### config.mk
export PLATFORM = sky130hd
export DESIGN_NAME = api_frame_receiver_flat
export DESIGN_NICKNAME = d
export VERILOG_FILES = /design/src/rtl/afr_pkg.sv /design/src/rtl/afr_if.sv /design/src/rtl/afr_decode.sv /design/src/rtl/api_frame_receiver.sv /design/src/flat_wrapper.sv
export SDC_FILE = /design/constraint.sdc
export NUM_CORES = 1
export LEC_CHECK = 0
export ABC_AREA = 0
export BUFFER_PORTS_ARGS = -buffer_cell sky130_fd_sc_hd__buf_2
export CAP_MARGIN = 30
export CORE_ASPECT_RATIO = 0.5
export CORE_MARGIN = 4
export CORE_UTILIZATION = 35
export DETAILED_ROUTE_END_ITERATION = 10
export SLEW_MARGIN = 20
export SYNTH_ARGS = -nofsm -noshare
export SYNTH_HDL_FRONTEND = slang
export SYNTH_SLANG_ARGS = --single-unit
### constraint.sdc
create_clock -name clk_i -period 5.7 [get_ports clk_i]
set_input_delay 0.57 -clock clk_i [delete_from_list [all_inputs] [get_ports clk_i]]
set_output_delay 0.57 -clock clk_i [all_outputs]
set_load 0.05 [all_outputs]
### src/rtl/afr_pkg.sv
// afr_pkg: shared types and constants for the API frame receiver.
// Holds frame codes, the parser phase encoding and the decoded result record.
// No dependencies.
package afr_pkg;

  // Framing and frame type codes
  localparam logic [7:0] DELIM        = 8'h7E;
  localparam logic [7:0] SUM_INIT     = 8'hFF;
  localparam logic [7:0] T_AT_RESP    = 8'h88;
  localparam logic [7:0] T_MODEM      = 8'h8A;
  localparam logic [7:0] T_TX_STATUS  = 8'h8B;
  localparam logic [7:0] MODEM_JOINED = 8'h02;
  localparam logic [7:0] CHAR_A       = 8'h41;
  localparam logic [7:0] CHAR_I       = 8'h49;

  // Number of leading body bytes that are captured
  localparam int unsigned NCAP = 6;

  // Offset of the first data byte in an AT response body
  localparam logic [15:0] AT_HDR_LEN = 16'd5;

  typedef logic [NCAP-1:0][7:0] afr_caps_t;

  // Parser phase, one-hot
  typedef enum logic [4:0] {
    PH_HUNT  = 5'b00001,
    PH_LENHI = 5'b00010,
    PH_LENLO = 5'b00100,
    PH_BODY  = 5'b01000,
    PH_CKSUM = 5'b10000
  } afr_phase_e;

  // Decoded frame record
  typedef struct packed {
    logic        frame_valid;
    logic        checksum_good;
    logic [7:0]  frame_type;
    logic [7:0]  frame_ident;
    logic [7:0]  command_first;
    logic [7:0]  command_second;
    logic [7:0]  status_code;
    logic [15:0] data_count;
    logic [7:0]  first_data;
    logic        joined;
  } afr_result_t;

endpackage

### src/rtl/afr_if.sv
// afr_if: valid/ready channel interfaces of the API frame receiver.
// afr_rx_if carries received bytes, afr_res_if carries decoded frames.
// No dependencies.
interface afr_rx_if;
  logic       valid;
  logic       ready;
  logic [7:0] rx_byte;

  modport source (output valid, output rx_byte, input ready);
  modport sink   (input valid, input rx_byte, output ready);
endinterface

interface afr_res_if;
  logic        valid;
  logic        ready;
  logic        frame_valid;
  logic        checksum_good;
  logic [7:0]  frame_type;
  logic [7:0]  frame_ident;
  logic [7:0]  command_first;
  logic [7:0]  command_second;
  logic [7:0]  status_code;
  logic [15:0] data_count;
  logic [7:0]  first_data;
  logic        joined;

  modport source (
    output valid, output frame_valid, output checksum_good, output frame_type,
    output frame_ident, output command_first, output command_second,
    output status_code, output data_count, output first_data, output joined,
    input ready
  );
  modport sink (
    input valid, input frame_valid, input checksum_good, input frame_type,
    input frame_ident, input command_first, input command_second,
    input status_code, input data_count, input first_data, input joined,
    output ready
  );
endinterface

### src/rtl/afr_decode.sv
// afr_decode: combinational decode of a finished frame at its checksum byte.
// Builds the result record and the next association flag.
// Depends on afr_pkg.
module afr_decode (
  input  afr_pkg::afr_caps_t   caps_i,
  input  logic [15:0]          body_length_i,
  input  logic [7:0]           running_sum_i,
  input  logic [7:0]           cksum_i,
  input  logic                 assoc_i,
  output afr_pkg::afr_result_t res_o,
  output logic                 assoc_o
);
  import afr_pkg::*;

  logic [7:0]  ftype;
  logic        good;
  logic        is_at;
  logic        is_modem;
  logic        is_tx;
  logic        valid;
  logic [15:0] count;
  logic [7:0]  status;
  logic [7:0]  first;
  logic        ai_join;

  // Frame type and checksum check
  assign ftype    = (body_length_i != 16'd0) ? caps_i[0] : 8'h00;
  assign good     = (cksum_i == running_sum_i);
  assign is_at    = (ftype == T_AT_RESP);
  assign is_modem = (ftype == T_MODEM);
  assign is_tx    = (ftype == T_TX_STATUS);
  assign valid    = good && (is_at || is_modem || is_tx);

  // Data byte count of an AT response, floored at zero
  assign count = (is_at && (body_length_i > AT_HDR_LEN)) ?
                 (body_length_i - AT_HDR_LEN) : 16'd0;
  assign first = (is_at && (count != 16'd0)) ? caps_i[5] : 8'h00;

  // Status byte position depends on frame type
  always_comb begin
    status = 8'h00;
    if (is_at) begin
      status = caps_i[4];
    end else if (is_modem) begin
      status = caps_i[1];
    end else if (is_tx) begin
      status = caps_i[5];
    end
  end

  // AI reply with association indication zero means joined
  assign ai_join = (caps_i[2] == CHAR_A) && (caps_i[3] == CHAR_I) &&
                   (status == 8'h00) && (count != 16'd0) && (first == 8'h00);

  // Association update, only on good known frames
  always_comb begin
    assoc_o = assoc_i;
    if (valid && is_modem) begin
      assoc_o = (status == MODEM_JOINED);
    end else if (valid && is_at && ai_join) begin
      assoc_o = 1'b1;
    end
  end

  always_comb begin
    res_o.frame_valid    = valid;
    res_o.checksum_good  = good;
    res_o.frame_type     = ftype;
    res_o.frame_ident    = is_at ? caps_i[1] : 8'h00;
    res_o.command_first  = is_at ? caps_i[2] : 8'h00;
    res_o.command_second = is_at ? caps_i[3] : 8'h00;
    res_o.status_code    = status;
    res_o.data_count     = count;
    res_o.first_data     = first;
    res_o.joined         = assoc_o;
  end

endmodule

### src/rtl/api_frame_receiver.sv
// api_frame_receiver: top level of the API-mode frame receiver.
// Depends on afr_pkg, afr_if (afr_rx_if, afr_res_if) and afr_decode.
//
// Takes one received serial byte per transaction and emits one decoded frame
// record per frame, on the transaction that carries the checksum byte. A byte
// is registered on entry and then processed by the frame parser, whose result
// lands in an output register; the block takes one byte every cycle unless it
// is held back. Bytes are only held back while a finished frame waits in the
// output register and the next checksum byte is ready to be processed. Bytes
// outside a frame are dropped until the 0x7E delimiter arrives; there is no
// escaping, and the association flag survives across frames.
module api_frame_receiver (
  input logic clk_i,
  input logic rst_ni,
  afr_rx_if.sink    rx_i,
  afr_res_if.source res_o
);
  import afr_pkg::*;

  // Input register
  logic       in_v_q;
  logic [7:0] in_byte_q;
  logic       fire;
  logic       emit;

  // Parser state
  afr_phase_e  phase_q, phase_d;
  logic [15:0] len_q, len_d;
  logic [15:0] idx_q, idx_d;
  logic [7:0]  sum_q, sum_d;
  afr_caps_t   caps_q, caps_d;
  logic        assoc_q, assoc_d;
  logic [16:0] idx_inc;

  // Output register
  logic        out_v_q;
  afr_result_t res_q;
  afr_result_t dec_res;
  logic        dec_assoc;

  // Byte moves into the parser when it produces nothing or the output is free
  assign emit     = in_v_q && (phase_q == PH_CKSUM);
  assign fire     = in_v_q && ((phase_q != PH_CKSUM) || !out_v_q || res_o.ready);
  assign rx_i.ready = !in_v_q || fire;

  always_ff @(posedge clk_i or negedge rst_ni) begin
    if (!rst_ni) begin
      in_v_q <= 1'b0;
    end else if (rx_i.ready) begin
      in_v_q <= rx_i.valid;
    end
  end

  always_ff @(posedge clk_i) begin
    if (rx_i.valid && rx_i.ready) begin
      in_byte_q <= rx_i.rx_byte;
    end
  end

  afr_decode u_decode (
    .caps_i        (caps_q),
    .body_length_i (len_q),
    .running_sum_i (sum_q),
    .cksum_i       (in_byte_q),
    .assoc_i       (assoc_q),
    .res_o         (dec_res),
    .assoc_o       (dec_assoc)
  );

  assign idx_inc = {1'b0, idx_q} + 17'd1;

  // Frame parser next state
  always_comb begin
    phase_d = phase_q;
    len_d   = len_q;
    idx_d   = idx_q;
    sum_d   = sum_q;
    caps_d  = caps_q;
    assoc_d = assoc_q;
    case (phase_q)
      PH_LENHI: begin
        len_d   = {in_byte_q, 8'h00};
        phase_d = PH_LENLO;
      end
      PH_LENLO: begin
        len_d   = {len_q[15:8], in_byte_q};
        idx_d   = 16'd0;
        sum_d   = SUM_INIT;
        caps_d  = '0;
        phase_d = ({len_q[15:8], in_byte_q} == 16'd0) ? PH_CKSUM : PH_BODY;
      end
      PH_BODY: begin
        for (int i = 0; i < NCAP; i++) begin
          if (idx_q == 16'(i)) begin
            caps_d[i] = in_byte_q;
          end
        end
        sum_d = sum_q - in_byte_q;
        idx_d = idx_inc[15:0];
        if (idx_inc >= {1'b0, len_q}) begin
          phase_d = PH_CKSUM;
        end
      end
      PH_CKSUM: begin
        assoc_d = dec_assoc;
        phase_d = PH_HUNT;
      end
      default: begin
        // hunting, and any code with no meaning
        phase_d = (in_byte_q == DELIM) ? PH_LENHI : PH_HUNT;
      end
    endcase
  end

  always_ff @(posedge clk_i or negedge rst_ni) begin
    if (!rst_ni) begin
      phase_q <= PH_HUNT;
      len_q   <= 16'd0;
      idx_q   <= 16'd0;
      sum_q   <= SUM_INIT;
      caps_q  <= '0;
      assoc_q <= 1'b0;
    end else if (fire) begin
      phase_q <= phase_d;
      len_q   <= len_d;
      idx_q   <= idx_d;
      sum_q   <= sum_d;
      caps_q  <= caps_d;
      assoc_q <= assoc_d;
    end
  end

  // Result register
  always_ff @(posedge clk_i or negedge rst_ni) begin
    if (!rst_ni) begin
      out_v_q <= 1'b0;
    end else if (fire && emit) begin
      out_v_q <= 1'b1;
    end else if (res_o.ready) begin
      out_v_q <= 1'b0;
    end
  end

  always_ff @(posedge clk_i) begin
    if (fire && emit) begin
      res_q <= dec_res;
    end
  end

  assign res_o.valid          = out_v_q;
  assign res_o.frame_valid    = res_q.frame_valid;
  assign res_o.checksum_good  = res_q.checksum_good;
  assign res_o.frame_type     = res_q.frame_type;
  assign res_o.frame_ident    = res_q.frame_ident;
  assign res_o.command_first  = res_q.command_first;
  assign res_o.command_second = res_q.command_second;
  assign res_o.status_code    = res_q.status_code;
  assign res_o.data_count     = res_q.data_count;
  assign res_o.first_data     = res_q.first_data;
  assign res_o.joined         = res_q.joined;

  // A checksum byte that is processed always yields a result next cycle
  a_emit_result: assert property (@(posedge clk_i) disable iff (!rst_ni)
    (fire && emit) |=> out_v_q)
    else $error("checksum byte processed without a result");

  // The association flag moves only when a frame finishes
  a_assoc_stable: assert property (@(posedge clk_i) disable iff (!rst_ni)
    !(fire && emit) |=> (assoc_q == $past(assoc_q)))
    else $error("association changed outside a frame end");

  // A frame body phase never runs with a zero length
  a_body_len: assert property (@(posedge clk_i) disable iff (!rst_ni)
    (phase_q == PH_BODY) |-> (len_q != 16'd0) && (idx_q < len_q))
    else $error("body phase with exhausted length");

  // A valid frame needs a good checksum; data count only for AT responses
  a_res_fields: assert property (@(posedge clk_i) disable iff (!rst_ni)
    out_v_q |-> (!res_q.frame_valid || res_q.checksum_good) &&
                ((res_q.data_count == 16'd0) || (res_q.frame_type == T_AT_RESP)))
    else $error("inconsistent result record");

  // The joined flag in a result matches the live association flag
  a_res_joined: assert property (@(posedge clk_i) disable iff (!rst_ni)
    (fire && emit) |=> (res_q.joined == assoc_q))
    else $error("result joined flag disagrees with state");

endmodule

### src/flat_wrapper.sv
// flat-port wrapper written by rule: the top's interface ports become plain ports
module api_frame_receiver_flat import afr_pkg::*;
  (clk_i, rst_ni, rx_i_valid, rx_i_rx_byte, rx_i_ready, res_o_valid, res_o_frame_valid, res_o_checksum_good, res_o_frame_type, res_o_frame_ident, res_o_command_first, res_o_command_second, res_o_status_code, res_o_data_count, res_o_first_data, res_o_joined, res_o_ready);
  afr_rx_if rx_i_i ();
  afr_res_if res_o_i ();
  input logic clk_i;
  input logic rst_ni;
  input wire logic [$bits(rx_i_i.valid)-1:0] rx_i_valid;
  input wire logic [$bits(rx_i_i.rx_byte)-1:0] rx_i_rx_byte;
  output wire logic [$bits(rx_i_i.ready)-1:0] rx_i_ready;
  output wire logic [$bits(res_o_i.valid)-1:0] res_o_valid;
  output wire logic [$bits(res_o_i.frame_valid)-1:0] res_o_frame_valid;
  output wire logic [$bits(res_o_i.checksum_good)-1:0] res_o_checksum_good;
  output wire logic [$bits(res_o_i.frame_type)-1:0] res_o_frame_type;
  output wire logic [$bits(res_o_i.frame_ident)-1:0] res_o_frame_ident;
  output wire logic [$bits(res_o_i.command_first)-1:0] res_o_command_first;
  output wire logic [$bits(res_o_i.command_second)-1:0] res_o_command_second;
  output wire logic [$bits(res_o_i.status_code)-1:0] res_o_status_code;
  output wire logic [$bits(res_o_i.data_count)-1:0] res_o_data_count;
  output wire logic [$bits(res_o_i.first_data)-1:0] res_o_first_data;
  output wire logic [$bits(res_o_i.joined)-1:0] res_o_joined;
  input wire logic [$bits(res_o_i.ready)-1:0] res_o_ready;
  assign rx_i_i.valid = rx_i_valid;
  assign rx_i_i.rx_byte = rx_i_rx_byte;
  assign rx_i_ready = rx_i_i.ready;
  assign res_o_valid = res_o_i.valid;
  assign res_o_frame_valid = res_o_i.frame_valid;
  assign res_o_checksum_good = res_o_i.checksum_good;
  assign res_o_frame_type = res_o_i.frame_type;
  assign res_o_frame_ident = res_o_i.frame_ident;
  assign res_o_command_first = res_o_i.command_first;
  assign res_o_command_second = res_o_i.command_second;
  assign res_o_status_code = res_o_i.status_code;
  assign res_o_data_count = res_o_i.data_count;
  assign res_o_first_data = res_o_i.first_data;
  assign res_o_joined = res_o_i.joined;
  assign res_o_i.ready = res_o_ready;
  api_frame_receiver u_core (.clk_i(clk_i), .rst_ni(rst_ni), .rx_i(rx_i_i), .res_o(res_o_i));
endmodule
==> results.txt <==
The effective utilization at floorplan came out at 0.364. 0 antenna diodes ended up in the layout. Averaged over all synthesized cells, the footprint is 11.3 µm². The number of I/O port buffers came out at 80.

The quantity of hold-fixing buffers added after cts is 1. Subtracting the final worst setup slack from the clock period gives 3.64 ns. The routability congestion estimate from global placement is 0.879. TritonCTS built the clock tree. The relative max-transition margin is 0.407. The total DRC errors in the routed layout came out at 0. The share of the synthesized area in the top cell type is 0.265. The clock-pin slew of the registers on the worst-case setup and hold paths came out at 0.07 ns. Across every metal layer, demand over resource in global routing totals 0.158. Broken down by cell family, the worst path's largest delay share belongs to simple AND/OR/NAND/NOR gates. Power spread over the standard cell area amounts to 255 nW/µm². After synthesis, the cell types taking the most area are sky130_fd_sc_hd__edfxtp_1 26%, sky130_fd_sc_hd__dfrtp_1 26%, sky130_fd_sc_hd__mux2_2 7.0%, sky130_fd_sc_hd__ha_1 4.3%, sky130_fd_sc_hd__nor2_1 2.9%. The detailed router finished its first iteration with 444 violations. The horizontal die dimension is 228 µm.

In the final layout, the share of cells above drive strength 1 is 0.231. The dominant cell type by count on the critical path is sky130_fd_sc_hd__ha_1. The number of enable flip-flop cells after synthesis is 75. The area growth from synthesis to layout is 15.8%. The average wire length per cell after detail routing came out at 18.2 µm. The half-perimeter wire length after detailed placement is 15200 µm. The height of the die is 118 µm. Setup repair after global routing left no endpoint under its margin. The maximum fanout along the worst path came out at 8. The maximum ir drop on the vdd rail came out at 0.255 mV. For this block, the via count after detailed routing is 6096. The final number of max-transition violations is 0. The startpoint identified for the worst hold timing path is rx_i_rx_byte[4]. The number of different library cells used by synthesis comes to 63.

The area inside the core boundary came out at 23300 µm². The first global-routing pass estimated 34100 µm of wire. The worst hold path class is primary input to flop. The number of maximum-capacitance constraint violations is 0. The hold violation total from the final report is 0.

Setup violations remaining at the end of the flow were counted as 0. The peak clock frequency supported by timing came out at 275 MHz. For the final routed database, the setup TNS stands at 0 ns.

The hold-critical path depth came out at 1. The most common cell in the synthesized netlist is sky130_fd_sc_hd__dfrtp_1. The pin count of the biggest net entering global routing is 53. The clock passes through at most 2 buffers.

The clock root buffer is sky130_fd_sc_hd__clkbuf_16. The worst register-to-register path has a depth of 13. In this run the critical register-to-register path is captured at u_core.phase_q[4].

The number of global-route vias before repair came to 6070. The leftover overflow at the end of global routing is 0. The cell area after synthesis is 8500 µm². The startpoint identified for the worst register-to-register timing path is u_core.idx_q[0]. Setup slack on the worst reg-to-reg path comes out at 2.06 ns.

The count of buffer and inverter cells on the critical path is 0. The static leakage is 4.52 nW. The critical path is of the flop to flop type.

The worst hold path terminates at u_core.in_byte_q[4]. The worst setup path is captured at a flop. The data required time of the worst path is 6.02 ns. In the synthesized netlist, the cells that appear most often are 87 x sky130_fd_sc_hd__dfrtp_1, 75 x sky130_fd_sc_hd__edfxtp_1, 65 x sky130_fd_sc_hd__nor2_1. For this run, the slowest stage of the critical path takes 0.49 ns. Data on the critical path arrives at its endpoint at 3.96 ns. Counting every instance in the synthesized netlist gives 755. The placement row count is 39.

The slew of the pin with the lowest slew margin came out at 0.890 ns. In this run, synthesis produced a sequential element count of 171. The clock latency of the later-clocked register in the worst-skew pair came out at 0.44 ns. The final clock period utilization by the worst path came out at 0.639. The number of inserted filler cells in the final layout is 2195. 81 I/O pins were placed. The die covers 27000 µm². The post-CTS resize count came out at 0. The maximum clock skew at final layout came out at 0.00960 ns.

Wires add up to 21100 µm. The slowest stage of the critical path is the sky130_fd_sc_hd__dfrtp_1 cell. The type of element launching the critical path is a flop. The mean number of vias per cell came out at 5.27. The initial antenna violation count is 0.

Buffers inserted during clock tree synthesis total 17. The total number of H-tree levels came out at 4. The share of flip-flops with an asynchronous set or reset after synthesis came out at 0.561. The run finished with clean final reports. The number of warnings reported in the yosys synthesis log came out at 0. The number of nets with antenna violations after routing is 0. The part of the Yosys area used for sequential elements is 0.549. Once layout is complete, the utilization of the core stands at 0.422. In the synthesized netlist the dominant register cell turns out to be sky130_fd_sc_hd__dfrtp_1. When the netlist entered floorplanning its net count stood at 797.

The total clock sinks came out at 171. The biggest area contributor in the post-synthesis netlist is sky130_fd_sc_hd__edfxtp_1. The final layout contains 878 nets.

The critical path goes through ha_1 > and3_1 > and4_1 > nand4_1 > nor2_1 > xor2_1 > ha_1 > nand3_1 > nor3_1 > a2111oi_0 > o211ai_1 > o21ai_0 > mux2_2. The number of search-and-repair iterations in the first detailed-routing pass is 5. In this run the post-CTS setup repair buffer count came out at 0.
-- per-layer routing --
metal,up-vias,wire length (µm),global-route usage
met2,180,9630,0.246
li1,2884,-,-
met3,29,1320,0.0469
met5,-,0,0
met1,3003,9670,0.213
met4,0,455,0.0512
-- flip-flops by register name, indices dropped and copies added (netlist names), 5 cells and up --
register,cells
u_core.idx_q,16
u_core.res_o.frame_ident,8
u_core.phase_q,5
u_core.res_o.frame_type,8
u_core.res_o.first_data,8
u_core.in_byte_q,8
u_core.sum_q,8
u_core.res_o.data_count,16
u_core.res_o.command_first,8
u_core.len_q,16
u_core.res_o.command_second,8
u_core.caps_q,48
u_core.res_o.status_code,8
-- cell families after synthesis --
family	count (synthesis)	share of synthesized area
AND/OR/NAND/NOR	279	0.171
flip-flops	171	0.549
AO/OA/AOI/OAI	118	0.0911
buffers and inverters	62	0.0290
multiplexers	61	0.0796
XOR/XNOR	34	0.0350
adder cells (fa/ha/maj)	30	0.0450
-- cell type report --
class,count,area [µm²],area share
Clock inverter,14,155,0.0158
Multi-Input combinational cell,522,3600,0.365
Tap cell,307,384,0.0390
Timing Repair Buffer,87,468,0.0475
Inverter,37,139,0.0141
Sequential cell,171,4670,0.474
Clock buffer,18,439,0.0446
-- power by group --
part           internal (W)  switching, W  total [W]
sequential          0.00128    0.00000572    0.00129
combinational     0.0000165     0.0000372  0.0000537
clock              0.000633      0.000537    0.00117
total               0.00193      0.000580    0.00251
-- layout by cell type, fill, tap and decap left out, drive strengths merged, types with 10 or more instances in the layout --
master | Yosys | routed
clkbuf | 20 | 19
dfrtp | 87 | 87
nor2b | 16 | 16
nor4 | 13 | 13
nand3 | 23 | 23
nand4 | 14 | 14
inv | 37 | 45
nor2 | 69 | 69
edfxtp | 75 | 75
mux2 | 53 | 53
ha | 29 | 29
a21oi | 27 | 27
o21ai | 40 | 40
and2 | 36 | 36
nand2 | 51 | 51
nor3 | 19 | 19
and3 | 10 | 10
xnor2 | 25 | 25
buf | 5 | 85
-- worst reg2reg max path: stages (launching register included) --
cell and delay, ns:
sky130_fd_sc_hd__dfrtp_1 0.49, sky130_fd_sc_hd__ha_1 0.29, sky130_fd_sc_hd__and3_1 0.24, sky130_fd_sc_hd__and4_1 0.30
sky130_fd_sc_hd__nand4_1 0.23, sky130_fd_sc_hd__nor2_1 0.19, sky130_fd_sc_hd__xor2_1 0.20, sky130_fd_sc_hd__ha_1 0.27
sky130_fd_sc_hd__nand3_1 0.14, sky130_fd_sc_hd__nor3_1 0.09, sky130_fd_sc_hd__a2111oi_0 0.35, sky130_fd_sc_hd__o211ai_1 0.18
sky130_fd_sc_hd__o21ai_0 0.22, sky130_fd_sc_hd__mux2_2 0.35
-- through the flow --
| stage | total power (W) | instances | area (µm²) | setup slack, ns | hold slack [ns] |
|---|---|---|---|---|---|
| global route | 0.00261 | 1156 | 9850 | 1.74 | 0.282 |
| finish | 0.00251 | 1156 | 9850 | 2.06 | 0.303 |
| global placement | 0.00137 | 1120 | 9210 | 2.19 | 0.455 |
| floorplan | 0.00134 | 755 | 8500 | 2.36 | 0.274 |
| detailed placement | 0.00137 | 1122 | 9240 | 2.10 | 0.463 |
| CTS | 0.00254 | 1155 | 9840 | 2.09 | 0.287 |
-- worst max-delay path by stage --
| stage | cells after the start | slack, ns | from | to |
|---|---|---|---|---|
| 5_1_grt | 13 | 1.74 | u_core.idx_q[0] | u_core.phase_q[4] |
| 3_5_place_dp | 13 | 2.10 | u_core.idx_q[0] | u_core.phase_q[4] |
| 2_1_floorplan | 13 | 2.36 | u_core.idx_q[2] | u_core.phase_q[4] |
| 6_report | 13 | 2.06 | u_core.idx_q[0] | u_core.phase_q[4] |
| 3_3_place_gp | 13 | 2.19 | u_core.idx_q[0] | u_core.phase_q[4] |
| 4_1_cts | 13 | 2.09 | u_core.idx_q[0] | u_core.phase_q[4] |
Note: power is estimated with default switching activity, not from simulation.
